File: src/hdl/rneu_ram.sv
// generic simple dual port ram with registered read
module rneu_ram #(
	parameter int WIDTH = 32,
	parameter int DEPTH = 64
) (
	input  logic                     clk,
	input  logic                     we,
	input  logic [$clog2(DEPTH)-1:0] waddr,
	input  logic [WIDTH-1:0]         wdata,
	input  logic                     re,
	input  logic [$clog2(DEPTH)-1:0] raddr,
	output logic [WIDTH-1:0]         rdata
);

	logic [WIDTH-1:0] mem [DEPTH];

	always_ff @(posedge clk) begin
		if (we) begin
			mem[waddr] <= wdata;
		end
		if (re) begin
			rdata <= mem[raddr];
		end
	end

endmodule

File: config.mk
export PLATFORM = sky130hd
export DESIGN_NAME = rneu_ram
export DESIGN_NICKNAME = d
export VERILOG_FILES = /design/src/hdl/rneu_ram.sv
export SDC_FILE = /design/constraint.sdc
export NUM_CORES = 2
export LEC_CHECK = 0
export BUFFER_PORTS_ARGS = -buffer_cell sky130_fd_sc_hd__buf_2
export CAP_MARGIN = 20
export CORE_MARGIN = 2
export CORE_UTILIZATION = 24
export CTS_CLUSTER_SIZE = 28
export DETAILED_ROUTE_END_ITERATION = 10
export GPL_ROUTABILITY_DRIVEN = 0
export PLACE_DENSITY = 0.46
export SYNTH_ARGS = -nofsm -noshare
export SYNTH_HDL_FRONTEND = slang
export SYNTH_SLANG_ARGS = --single-unit
File: constraint.sdc
create_clock -name clk -period 5.7 [get_ports clk]
set_input_delay 1.14 -clock clk [delete_from_list [all_inputs] [get_ports clk]]
set_output_delay 1.14 -clock clk [all_outputs]
set_load 0.01 [all_outputs]
==> impl_metrics.csv <==
group,metric,value,unit
detailed_routing,drc,0,
clocking,clock-sinks,2080,
detailed_routing,post_drt_wl_per_cell,28.76,µm
clocking,clk_pin_slew_worst_paths,60,ps
timing,setup_ws,2015,ps
clocking,cts_setup_buffers,0,
synthesis,ys_ff_latch,2080,
cells_and_area,design_area,92920,µm²
timing,hold_viol_final,0,
synthesis,synthArstFlopShare,0,%
detailed_routing,drt_pass1_iterations,5,
synthesis,synth_area,78840,µm²
floorplan,rows,210,
setup_path,worstPathArrival,4260,ps
grt,grt_usage,13.98,%
setup_path,crit_slowest_cell,"mux4_2",
clocking,cts_buffers,216,
timing,maxSlewViolCount,0,
setup_path,worstPathRequired,6270,ps
timing,finalWorstPathRequiredPeriod,3685,ps
setup_path,end_kind,"register",
status,status,"complete, no violations",
floorplan,core,327100,µm²
detailed_routing,dr_wl_met2,113.4,mm
detailed_routing,drtIter0Drc,4308,
detailed_routing,routed.top_layer,"met5",
floorplan,die_y,577.1,µm
clocking,hold_buffers,0,
detailed_routing,wl_met3,13.03,mm
timing,min_period_over_period,64.65,%
cells_and_area,nFillCells,31980,
setup_path,crit_path_cell_trace,"buf_8, buf_12, mux4_2, mux2i_1, a21oi_1, a21oi_1, nor2_1",
setup_path,critPathTopFamily,"multiplexers",
setup_path,path_class,"input pin to register",
clocking,cts_tree,"yes",
synthesis,yosysWarnings,0,
cells_and_area,layout.nets,3684,
setup_path,cp_num_buf_inv,2,
detailed_routing,drt-total-wl,235.3,mm
clocking,clock_path_buffers,3,
timing,setup_tns,0,ps
min_path,min_path_type,"input pin to register",
synthesis,synth_top_area_cell,"edfxtp_1",
synthesis,syn_area_per_cell,23.72,µm²
placement,placed_area,86060,µm²
synthesis,yosys-top-cells-area,"edfxtp_1 (79%), mux4_2 (16%), mux2i_1 (1.2%)",
cells_and_area,synthToLayoutAreaGrowth,17.87,%
synthesis,ys.flop_type,"edfxtp_1",
timing,final-setup-viol-count,0,
flow_run,maxCapViolCount,0,
timing,maxSlewHeadroom,23.27,%
grt,grt_pass1_wl,324.6,mm
detailed_routing,wirelength_met1,103.1,mm
placement,pre_cts_ws,935.4,ps
floorplan,die_w,577.1,µm
timing,rsz0062_at_grt,"no",
setup_path,critical_path.max_fanout,61,
clocking,cts-root-buf,"clkbuf_16",
setup_path,cp_common_cell,"a21oi_1",
clocking,insertion_delay,860,ps
synthesis,ys_top_cells_by_count,"edfxtp_1 (2080), mux4_2 (544), nor2_1 (137), mux2i_1 (93), o22ai_1 (84)",
grt,grt_antenna_before_repair,36,
synthesis,synth_most_common_cell,"edfxtp_1",
power_and_ir_drop,peakVddDrop,256.3,µV
timing,worstMarginPinSlew,1148,ps
detailed_routing,dr_total_vias,36990,
setup_path,cp-start-kind,"input pin",
cells_and_area,drive_gt1_share,31.08,%
power_and_ir_drop,leakage,28.16,nW
grt,grt_pass1_vias,38350,
floorplan,dieArea,333100,µm²
power_and_ir_drop,power_density,349.5,nW/µm²
synthesis,synth_top_area_share,79.23,%
synthesis,ys_types,33,
grt,grt_overflow,0,
placement,io_buffers,78,
floorplan,pin_count,79,
synthesis,synth_fp_nets,3371,
setup_path,slowest_delay,580,ps
detailed_routing,drt-vias-per-instance,4.521,
synthesis,synth_edf_count,2080,
grt,grt_max_degree,66,
placement,hpwl,142.7,mm
clocking,postCtsResizedCells,0,
synthesis,synthCells,3324,
detailed_routing,ant_nets,0,
timing,finClkSkew,55.02,ps
synthesis,yosysSeqAreaShare,79.23,%
floorplan,initial_core_util,24.10,%
timing,timing.fmax,271.4,MHz
clocking,cts.htree.levels,4,
==> registers in the layout (all words and copies together), names as in the netlist <==
signal / count
rdata: 32
mem: 2048
==> final cells by class <==
cell class	count	area, µm²	area share, %
sequential	2080	62460	67.22
antenna	16	40.04	0.04309
clock inverter	135	1209	1.301
clock buffer	265	5610	6.038
timing repair buffer	277	2196	2.363
tap	4346	5438	5.852
multi-input combinational	1062	15970	17.18
==> per-stage QoR <==
step                instances  power, W  hold slack [ps]  util [%]
finish                   8181   0.03248            697.7     28.41
global route             8173   0.03345            681.4     28.40
CTS                      8165   0.03283            634.7     28.39
detailed placement       7765   0.01914            955.4     26.31
global placement         7764   0.01913            950.0     26.30
floorplan                3324   0.01815            750.2         -
==> kinds of logic (layout without fill, tap and decap cells) <==
| kind of cell | Yosys count | after routing | synth area share, % |
|---|---|---|---|
| DFF | 2080 | 2080 | 79.23 |
| muxes | 637 | 637 | 16.72 |
| and+or+nand+nor | 223 | 223 | 1.260 |
| AOI/OAI and AO/OA | 202 | 202 | 1.666 |
| buffers and inverters | 182 | 677 | 1.124 |
| other | 0 | 16 | 0 |
==> layout by cell type (no fill, tap or decap), types with 5 or more instances in the layout <==
master     synthesis  layout
mux4_2           544     544
nand2b_1           8       7
nor3_1             7       5
inv_6              0       5
nand3b_1           5       5
diode_2            0      16
o221ai_1          27      27
buf_2             57      74
clkinv_1           0      55
mux2i_1           93      93
nand2_1           26      26
nor2b_1           15      15
a22oi_1           12      12
o22ai_1           84      84
edfxtp_1        2080    2080
buf_4             25     177
a311oi_1           8       8
clkinv_16          0       5
a21oi_1           62      62
clkbuf_16          0     217
clkinv_2           0      45
nand3_1            5       5
clkbuf_1          74      48
nor2_4             0      62
nor2_1           137      75
bufinv_16          0      15
buf_12             0      22
==> final timing paths <==
kind                              endpoint  slack [ps]  startpoint  cells past startpoint
worst min register to register    rdata[8]         970  mem[28][8]                      4
worst max-delay path              rdata[3]        2020    raddr[0]                      7
worst max register to register    rdata[3]        3010  mem[15][3]                      5
worst min-delay path            mem[25][0]         700    wdata[0]                      1
==> metal layers <==
layer,GRT usage (%),vias up
met3,2.193,284
met2,22.91,1145
met5,0,-
met1,19.37,20580
li1,-,14980
met4,3.503,4
==> power by group <==
part	internal, W	switching, W	leakage, nW	total (W)
clock	0.00768	0.00603	3.34	0.0137
sequential	0.0170	0.0000690	18.7	0.0170
combinational	0.000583	0.00114	6.09	0.00172
total	0.0252	0.00724	28.2	0.0325
Power figures use the tool's default switching activity.
